==> config.mk <==
export PLATFORM = sky130hd
export DESIGN_NAME = word_length_histogram_unit
export DESIGN_NICKNAME = d
export VERILOG_FILES = /design/src/rtl/whl_pkg.sv /design/src/rtl/word_length_histogram_unit.sv /design/src/rtl/whl_ram.sv /design/src/rtl/whl_scan.sv /design/src/rtl/whl_hist.sv
export SDC_FILE = /design/constraint.sdc
export NUM_CORES = 1
export LEC_CHECK = 0
export BUFFER_PORTS_ARGS = -buffer_cell sky130_fd_sc_hd__buf_2
export CAP_MARGIN = 20
export CORE_MARGIN = 4
export CORE_UTILIZATION = 56
export CTS_CLUSTER_SIZE = 8
export DETAILED_ROUTE_END_ITERATION = 6
export PLACE_DENSITY = 0.85
export SLEW_MARGIN = 20
export SYNTH_ARGS = -nofsm -noshare
export SYNTH_HDL_FRONTEND = slang
export SYNTH_SLANG_ARGS = --single-unit
==> constraint.sdc <==
create_clock -name clk -period 4.65 [get_ports clk]
set_input_delay 0 -clock clk [delete_from_list [all_inputs] [get_ports clk]]
set_output_delay 0 -clock clk [all_outputs]
set_load 0.005 [all_outputs]
==> src/rtl/whl_pkg.sv <==
// ----------------------------------------------------------------------------
// whl_pkg
// Shared defaults, character codes and control types of the word length
// histogram unit.
// ----------------------------------------------------------------------------
`default_nettype none

package whl_pkg;

	// Default configuration
	localparam int MAX_LENGTH_DEF = 15;
	localparam int COUNT_BITS_DEF = 32;

	// Character codes with a role of their own
	localparam logic [7:0] CH_HYPHEN     = 8'h2D;
	localparam logic [7:0] CH_NEWLINE    = 8'h0A;
	localparam logic [7:0] CH_APOSTROPHE = 8'h27;

	// Word event from the scanner for one accepted item
	typedef struct packed {
		logic close;   // a word of nonzero length closes with this item
		logic eot;     // the item marks end of text
	} scan_event_t;

	// Report sequencer states
	typedef enum logic [1:0] {
		ST_RUN,
		ST_REQ,
		ST_LOAD,
		ST_SHOW
	} hist_state_t;

endpackage

`default_nettype wire

==> src/rtl/word_length_histogram_unit.sv <==
// ----------------------------------------------------------------------------
// word_length_histogram_unit
// Word length histogram over a byte stream of text.
// ----------------------------------------------------------------------------
// Usage:
//   Text items enter on text_valid/text_ready with text_byte and end_of_text.
//   Ordinary bytes are taken one per cycle while text_ready is high and give
//   no result; each byte is judged one item later, once the byte after it is known.
//   An item with end_of_text set closes the open word and starts the report:
//   MAX_LENGTH result items leave on bin_valid/bin_ready, bin 1 first, with
//   last_bin set on the final bin. word_total and length_total are the same
//   in every item of the report.
//   Each report bin passes through a RAM read, a load into the output
//   register and presentation, in that order; the registered read port of
//   the bin RAM makes the load a step of its own. text_ready stays low for
//   the whole report.
//   If the receiver stalls, hold the current bin in the output register and
//   wait; nothing is lost.
//   Reset clears the lookahead, the open word, the totals and the bin valid
//   flags at once, so no clearing pass runs; the block takes text in the
//   first cycle after reset. After the last bin is taken, the block clears
//   itself the same way and accepts text again.
// ----------------------------------------------------------------------------
`default_nettype none

module word_length_histogram_unit #(
	parameter int MAX_LENGTH = whl_pkg::MAX_LENGTH_DEF,
	parameter int COUNT_BITS = whl_pkg::COUNT_BITS_DEF
) (
	input  wire logic                              clk,
	input  wire logic                              arst_n,
	// text channel
	input  wire logic                              text_valid,
	output logic                                   text_ready,
	input  wire logic [7:0]                        text_byte,
	input  wire logic                              end_of_text,
	// report channel
	output logic                                   bin_valid,
	input  wire logic                              bin_ready,
	output logic      [$clog2(MAX_LENGTH+1)-1:0]   bin_length,
	output logic      [COUNT_BITS-1:0]             bin_count,
	output logic      [COUNT_BITS-1:0]             word_total,
	output logic      [COUNT_BITS+3:0]             length_total,
	output logic                                   last_bin
);

	import whl_pkg::*;

	localparam int LW = $clog2(MAX_LENGTH + 1);

	logic          accept;
	scan_event_t   ev;
	logic [LW-1:0] close_len;

	// an item moves only when both sides agree
	assign accept = text_valid && text_ready;

	// classify bytes and track the open word
	whl_scan #(
		.MAX_LENGTH (MAX_LENGTH)
	) u_scan (
		.clk         (clk),
		.arst_n      (arst_n),
		.accept      (accept),
		.text_byte   (text_byte),
		.end_of_text (end_of_text),
		.ev          (ev),
		.close_len   (close_len)
	);

	// count closed words into the bins and walk them out at end of text
	whl_hist #(
		.MAX_LENGTH (MAX_LENGTH),
		.COUNT_BITS (COUNT_BITS)
	) u_hist (
		.clk          (clk),
		.arst_n       (arst_n),
		.accept       (accept),
		.text_ready   (text_ready),
		.ev           (ev),
		.close_len    (close_len),
		.bin_valid    (bin_valid),
		.bin_ready    (bin_ready),
		.bin_length   (bin_length),
		.bin_count    (bin_count),
		.word_total   (word_total),
		.length_total (length_total),
		.last_bin     (last_bin)
	);

endmodule

`default_nettype wire

==> src/rtl/whl_ram.sv <==
// ----------------------------------------------------------------------------
// whl_ram
// Generic simple dual-port RAM, one write and one registered read port.
// ----------------------------------------------------------------------------
`default_nettype none

module whl_ram #(
	parameter int WIDTH = 32,
	parameter int DEPTH = 15
) (
	input  wire logic                     clk,
	input  wire logic                     wr_en,
	input  wire logic [$clog2(DEPTH)-1:0] wr_addr,
	input  wire logic [WIDTH-1:0]         wr_data,
	input  wire logic                     rd_en,
	input  wire logic [$clog2(DEPTH)-1:0] rd_addr,
	output logic      [WIDTH-1:0]         rd_data
);

	logic [WIDTH-1:0] mem [DEPTH];

	always_ff @(posedge clk) begin
		if (wr_en) begin
			mem[wr_addr] <= wr_data;
		end
		if (rd_en) begin
			rd_data <= mem[rd_addr];
		end
	end

endmodule

`default_nettype wire

==> src/rtl/whl_scan.sv <==
// ----------------------------------------------------------------------------
// whl_scan
// Character classifier with one-byte lookahead; tracks the open word length
// and flags each word that closes.
// ----------------------------------------------------------------------------
`default_nettype none

module whl_scan #(
	parameter int MAX_LENGTH = whl_pkg::MAX_LENGTH_DEF
) (
	input  wire logic                              clk,
	input  wire logic                              arst_n,
	input  wire logic                              accept,
	input  wire logic [7:0]                        text_byte,
	input  wire logic                              end_of_text,
	output whl_pkg::scan_event_t                   ev,
	output logic      [$clog2(MAX_LENGTH+1)-1:0]   close_len
);

	import whl_pkg::*;

	localparam int LW = $clog2(MAX_LENGTH + 1);

	function automatic logic is_letter(input logic [7:0] c);
		return (c inside {[8'h41:8'h5A], [8'h61:8'h7A]});
	endfunction

	function automatic logic is_alnum(input logic [7:0] c);
		return is_letter(c) || (c inside {[8'h30:8'h39]});
	endfunction

	function automatic logic is_space_or_punct(input logic [7:0] c);
		return (c inside {8'h20, [8'h09:8'h0D], [8'h21:8'h2F], [8'h3A:8'h40],
			[8'h5B:8'h60], [8'h7B:8'h7E]});
	endfunction

	logic [7:0]    look_q;
	logic          look_valid_q;
	logic [LW-1:0] len_q;

	logic [7:0]    look_d;
	logic          look_valid_d;
	logic [LW-1:0] len_d;
	logic [LW-1:0] grown;
	logic          open_word;
	logic          consume;

	assign open_word = (len_q != '0);
	assign grown     = (len_q < LW'(MAX_LENGTH)) ? len_q + LW'(1) : len_q;

	always_comb begin
		consume      = 1'b0;
		len_d        = len_q;
		ev.close     = 1'b0;
		ev.eot       = end_of_text;
		close_len    = len_q;
		look_d       = text_byte;
		look_valid_d = 1'b1;
		if (!end_of_text) begin
			if (look_valid_q) begin
				if (is_alnum(look_q)) begin
					len_d = grown;
				end else if (open_word && look_q == CH_HYPHEN && text_byte == CH_NEWLINE) begin
					consume = 1'b1;
				end else if (open_word && (look_q == CH_HYPHEN || look_q == CH_APOSTROPHE)
						&& is_letter(text_byte)) begin
					len_d = grown;
				end else if (is_space_or_punct(look_q)) begin
					ev.close = open_word;
					len_d    = '0;
				end
			end
			if (consume) begin
				look_d       = '0;
				look_valid_d = 1'b0;
			end
		end else begin
			// judge the held byte with nothing after it, then close the word
			if (look_valid_q && is_alnum(look_q)) begin
				close_len = grown;
			end
			ev.close     = (close_len != '0);
			len_d        = '0;
			look_d       = '0;
			look_valid_d = 1'b0;
		end
	end

	always_ff @(posedge clk or negedge arst_n) begin
		if (!arst_n) begin
			look_q       <= '0;
			look_valid_q <= 1'b0;
			len_q        <= '0;
		end else if (accept) begin
			look_q       <= look_d;
			look_valid_q <= look_valid_d;
			len_q        <= len_d;
		end
	end

endmodule

`default_nettype wire

==> src/rtl/whl_hist.sv <==
// ----------------------------------------------------------------------------
// whl_hist
// Histogram bins in RAM with read-modify-write and forwarding, word and
// length totals, and the end-of-text report sequencer.
// ----------------------------------------------------------------------------
`default_nettype none

module whl_hist #(
	parameter int MAX_LENGTH = whl_pkg::MAX_LENGTH_DEF,
	parameter int COUNT_BITS = whl_pkg::COUNT_BITS_DEF
) (
	input  wire logic                              clk,
	input  wire logic                              arst_n,
	input  wire logic                              accept,
	output logic                                   text_ready,
	input  wire whl_pkg::scan_event_t              ev,
	input  wire logic [$clog2(MAX_LENGTH+1)-1:0]   close_len,
	output logic                                   bin_valid,
	input  wire logic                              bin_ready,
	output logic      [$clog2(MAX_LENGTH+1)-1:0]   bin_length,
	output logic      [COUNT_BITS-1:0]             bin_count,
	output logic      [COUNT_BITS-1:0]             word_total,
	output logic      [COUNT_BITS+3:0]             length_total,
	output logic                                   last_bin
);

	import whl_pkg::*;

	localparam int AW = $clog2(MAX_LENGTH);
	localparam int LW = $clog2(MAX_LENGTH + 1);
	localparam int SW = COUNT_BITS + 4;

	hist_state_t state_q, state_d;

	logic [AW-1:0]         idx_q;
	logic                  close_s1;
	logic [AW-1:0]         rd_addr_q;
	logic                  wr_valid_q;
	logic [AW-1:0]         wr_addr_q;
	logic [COUNT_BITS-1:0] wr_data_q;
	logic [MAX_LENGTH-1:0] valid_q;
	logic [COUNT_BITS-1:0] words_q;
	logic [SW-1:0]         sum_q;
	logic [COUNT_BITS-1:0] bin_count_q;

	logic                  close_go;
	logic                  eot_go;
	logic                  rd_en;
	logic [AW-1:0]         rd_addr;
	logic [COUNT_BITS-1:0] rd_data;
	logic [COUNT_BITS-1:0] old_count;
	logic [COUNT_BITS-1:0] new_count;
	logic                  load_en;
	logic                  is_last;
	logic                  done;
	logic [SW:0]           sum_wide;

	assign close_go = accept && ev.close;
	assign eot_go   = accept && ev.eot;
	assign is_last  = (idx_q == AW'(MAX_LENGTH - 1));
	assign done     = (state_q == ST_SHOW) && bin_ready && is_last;

	// next state
	always_comb begin
		state_d = state_q;
		case (state_q)
			ST_RUN:  if (eot_go) state_d = ST_REQ;
			ST_REQ:  state_d = ST_LOAD;
			ST_LOAD: state_d = ST_SHOW;
			ST_SHOW: if (bin_ready) state_d = is_last ? ST_RUN : ST_REQ;
			default: state_d = ST_RUN;
		endcase
	end

	// outputs of the sequencer
	always_comb begin
		text_ready = 1'b0;
		bin_valid  = 1'b0;
		rd_en      = 1'b0;
		rd_addr    = idx_q;
		load_en    = 1'b0;
		case (state_q)
			ST_RUN: begin
				text_ready = 1'b1;
				rd_en      = close_go;
				rd_addr    = AW'(close_len - LW'(1));
			end
			ST_REQ:  rd_en     = 1'b1;
			ST_LOAD: load_en   = 1'b1;
			ST_SHOW: bin_valid = 1'b1;
			default: text_ready = 1'b0;
		endcase
	end

	whl_ram #(
		.WIDTH (COUNT_BITS),
		.DEPTH (MAX_LENGTH)
	) u_bins (
		.clk     (clk),
		.wr_en   (close_s1),
		.wr_addr (rd_addr_q),
		.wr_data (new_count),
		.rd_en   (rd_en),
		.rd_addr (rd_addr),
		.rd_data (rd_data)
	);

	// forward the write of the previous cycle, unwritten bins read as zero
	always_comb begin
		if (wr_valid_q && wr_addr_q == rd_addr_q) begin
			old_count = wr_data_q;
		end else if (valid_q[rd_addr_q]) begin
			old_count = rd_data;
		end else begin
			old_count = '0;
		end
		new_count = (&old_count) ? old_count : old_count + COUNT_BITS'(1);
	end

	assign sum_wide = {1'b0, sum_q} + (SW + 1)'(close_len);

	always_ff @(posedge clk or negedge arst_n) begin
		if (!arst_n) begin
			state_q    <= ST_RUN;
			idx_q      <= '0;
			close_s1   <= 1'b0;
			wr_valid_q <= 1'b0;
			valid_q    <= '0;
			words_q    <= '0;
			sum_q      <= '0;
		end else begin
			state_q    <= state_d;
			close_s1   <= close_go;
			wr_valid_q <= close_s1;
			if (close_s1) begin
				valid_q[rd_addr_q] <= 1'b1;
			end
			if (close_go) begin
				words_q <= (&words_q) ? words_q : words_q + COUNT_BITS'(1);
				sum_q   <= sum_wide[SW] ? '1 : sum_wide[SW-1:0];
			end
			if (state_q == ST_SHOW && bin_ready) begin
				idx_q <= is_last ? '0 : idx_q + AW'(1);
			end
			// report delivered: start over from cleared bins and totals
			if (done) begin
				valid_q <= '0;
				words_q <= '0;
				sum_q   <= '0;
			end
		end
	end

	always_ff @(posedge clk) begin
		if (rd_en) begin
			rd_addr_q <= rd_addr;
		end
		wr_addr_q <= rd_addr_q;
		wr_data_q <= new_count;
		if (load_en) begin
			bin_count_q <= old_count;
		end
	end

	assign bin_length   = LW'(idx_q) + LW'(1);
	assign bin_count    = bin_count_q;
	assign word_total   = words_q;
	assign length_total = sum_q;
	assign last_bin     = is_last;

endmodule

`default_nettype wire

==> results.cfg <==
[grt]
gr-total-overflow = 0
antenna_found_initial = 1
grt_pass1_vias = 21700
global_route.usage.total_pct = 27.8
grt_pass1_wl_um = 123000
grt_start_max_net_pins = 107

[layout]
most-common-layout-cells = edfxtp_1 (548), nand2_1 (336), a21oi_1 (168)
drive_gt1_share_pct = 14.6
diodes = 0
layout_commonest_cell = edfxtp_1
finish.net_count = 2536
postLayoutCoreUtil_pct = 66.3
syn_to_final_growth_pct = 16.9
fill_cells = 3356

[placement]
pre_cts_ws_ns = 0.0271
place.port_buffers = 119
gp_routability_congestion = 0.939
hpwl_after_dpl_um = 43800

[synthesis]
synth_seq_area_share_pct = 67.8
netlist_instances = 2338
synth_nets = 2368
asyncSetResetFlopFracSynth_pct = 15.1
synth.distinct_cells = 76
number_of_flip_flops_and_latches_in_the_synthesized_netlist = 688
synth-edff-count = 548
syn_area_mm2 = 0.0292
yosys.area.top_type_share_pct = 56.4
syn_area_per_cell_um2 = 12.5
postSynth.topFlopCell = edfxtp_1
synthTopCellsByArea = edfxtp_1 (56%), dfrtp_1 (8.9%), nand2_1 (4.3%), a311o_1 (3.3%), a21oi_1 (2.9%)
synth_area_leader_cell = edfxtp_1
yosysWarningCount = 0

[timing]
rsz0062_at_grt = no
setup_violation_total_in_the_final_timing_report = 0
drv_slew = 0
highest_clock_rate_mhz = 224
finalCriticalPeriod_ns = 4.47
timing.setup.tns_ns = 0
slew-limit-headroom_pct = 25.0
worst_setup_slack_final_ns = 0.178
period_share_pct = 96.2
clock_skew_ns = 0.0286
timing_worst_slew_pin_value_ns = 1.12
final-hold-violation-count = 0

[die]
start_util_pct = 56.7
die_area_mm2 = 0.0558
floorplan.io_pins = 120
rows = 83
die-height_um = 236
die_width_um = 236
floorplan.core_area_mm2 = 0.0514

[detailed_routing]
first_pass_iters = 7
drcViolationCount = 0
vias_per_cell = 6.72
routedWlPerCell_um = 24.6
routed_wirelength_um = 80100
routed-via-count = 21900
detailedRoute.firstIterationViolations = 3029
detail-route-antenna-nets = 0

[setup_path]
cp_data_arrival_time_ns = 4.95
cpMaxStageDelayCell = mux4_2
rr_worst_depth = 16
crit_fanout = 12
worstPathCellList = mux4_2, or2_1, a311oi_2, nor2_2, a22o_1, ha_1, nand4_1, nor2_1, o21ai_0, a211oi_2, buf_4, nand3_2, and4_1, nand3_1, xnor2_1, buf_4
cp-end-kind = flop
slowest_delay_ns = 0.56
critical-path-top-cell-by-count = buf_4
timing_worst_setup_path_type = flop to flop
cp.required_ns = 5.12
cp-start-kind = flop

[worst_hold_path]
cell_depth_of_the_worst_hold_path = 4
timing.hold.worst.class = input pin to flop

[cts]
tritoncts_buffer_count = 96
path_clk_slew_ns = 0.05
cts_tree = built
cts-root-to-sink-buffers = 3
h-tree-depth = 3
post_cts_buffers = 0
insertion_delay_ns = 0.64
clock_tree.root_cell = clkbuf_16
clock_sinks = 688

[power]
cellLeakagePower_nw = 12.8
design_power_total_mw = 25.5
pwr_density_cell_mw_per_mm2 = 749
power.ir.vdd_worst_v = 0.000636

[run]
maxCapViolCount = 0

[status]
run_status = completed
## final timing paths
kind | startpoint | endpoint | slack (ns)
setup / recovery | u_hist.rd_addr_q[0] | u_hist.u_bins.mem[14][29] | 0.18
hold / removal | bin_ready | u_hist.idx_q[2] | 0.24
setup reg to reg | u_hist.rd_addr_q[0] | u_hist.u_bins.mem[14][29] | 0.18
hold reg to reg | u_hist.length_total[23] | u_hist.length_total[23] | 0.52
max in group asynchronous | arst_n | u_scan.look_q[6] | 3.38
min in group asynchronous | arst_n | u_hist.word_total[12] | 0.50
## timing repair
action,CTS,global route
endpoints found under the setup margin,32,47
pin swaps,0,0
hold endpoints to repair,65,0
hold buffers,23,0
resized for setup,3,4
## worst max-delay path, delay by kind of cell (launching register included)
family                   cells  cell delay [ns]
AND/OR/NAND/NOR              7             1.19
AO/OA/AOI/OAI                4             1.06
multiplexers                 1             0.56
flip-flops                   1             0.51
buffers and inverters        2             0.42
XOR/XNOR                     1             0.34
adder cells (fa/ha/maj)      1             0.24
## report_power, final
part	total, mW	switching, mW	internal, mW
sequential	9.15	0.525	8.62
combinational	9.86	6.65	3.21
clock	6.53	2.58	3.95
## routing by layer
layer | vias up | track usage [%] | share of wire, %
met2 | 1829 | 44.4 | 47
met4 | 2 | 13.9 | 5.0
met1 | 10500 | 36.1 | 35
met3 | 375 | 6.66 | 12
li1 | 9216 | - | -
met5 | - | 0 | 0.024
## area by class of cell
| cell class | instances | area [um^2] | share of cell area [%] |
|---|---|---|---|
| Sequential cell | 688 | 19800 | 58.0 |
| Multi-Input combinational cell | 1460 | 8900 | 26.1 |
| Clock buffer | 169 | 2730 | 8.01 |
| Timing Repair Buffer | 229 | 1610 | 4.73 |
| Tap cell | 680 | 851 | 2.50 |
| Inverter | 31 | 129 | 0.378 |
| Clock inverter | 6 | 82.6 | 0.242 |
## stage by stage
| stage | hold WS (ns) | std cells | cell area, um^2 |
|---|---|---|---|
| after floorplan | -0.296 | 2338 | 29200 |
| after global placement | 0.0442 | 3065 | 30900 |
| after detailed placement | 0.0518 | 3065 | 30900 |
| after CTS | 0.203 | 3263 | 34000 |
| after global routing | 0.258 | 3263 | 34100 |
| final | 0.239 | 3263 | 34100 |
## logic make-up after synthesis
group | count (synthesis) | synth area share (%)
AO/OA/AOI/OAI | 451 | 11.3
XOR/XNOR | 69 | 2.07
adder cells (fa/ha/maj) | 17 | 0.755
buffers and inverters | 190 | 2.59
flip-flops | 688 | 67.8
multiplexers | 13 | 0.631
AND/OR/NAND/NOR | 910 | 14.9
## registers in the layout, summed over array words and instances (netlist names), 2 cells and up
register and flops:
u_hist.bin_count 32, u_hist.rd_addr_q 4, u_hist.wr_addr_q 4, u_hist.valid_q 15
u_hist.u_bins.rd_data 32, u_hist.word_total 32, u_hist.idx_q 4, u_hist.state_q 2
u_scan.len_q 4, u_hist.wr_data_q 32, u_scan.look_q 8, u_hist.u_bins.mem 480
u_hist.length_total 36
## cell usage after synthesis (13+ instances only)
library cell and count:
edfxtp_1 548, nand2_1 336, nand3_1 165, dfrtp_1 104, and3_1 127, nand4_1 59, clkbuf_1 122, nor2_1 127
and2_1 16, buf_1 14, a21oi_1 168, a21o_1 13, inv_1 28, nor3_1 30, a311o_1 96, ha_1 16
a311oi_1 17, xor2_1 39, a22o_1 34, xnor2_1 30, o2111ai_1 32, buf_2 19, dfxtp_1 36, o21ai_0 36
No activity file was read; power rests on OpenSTA's default activity.
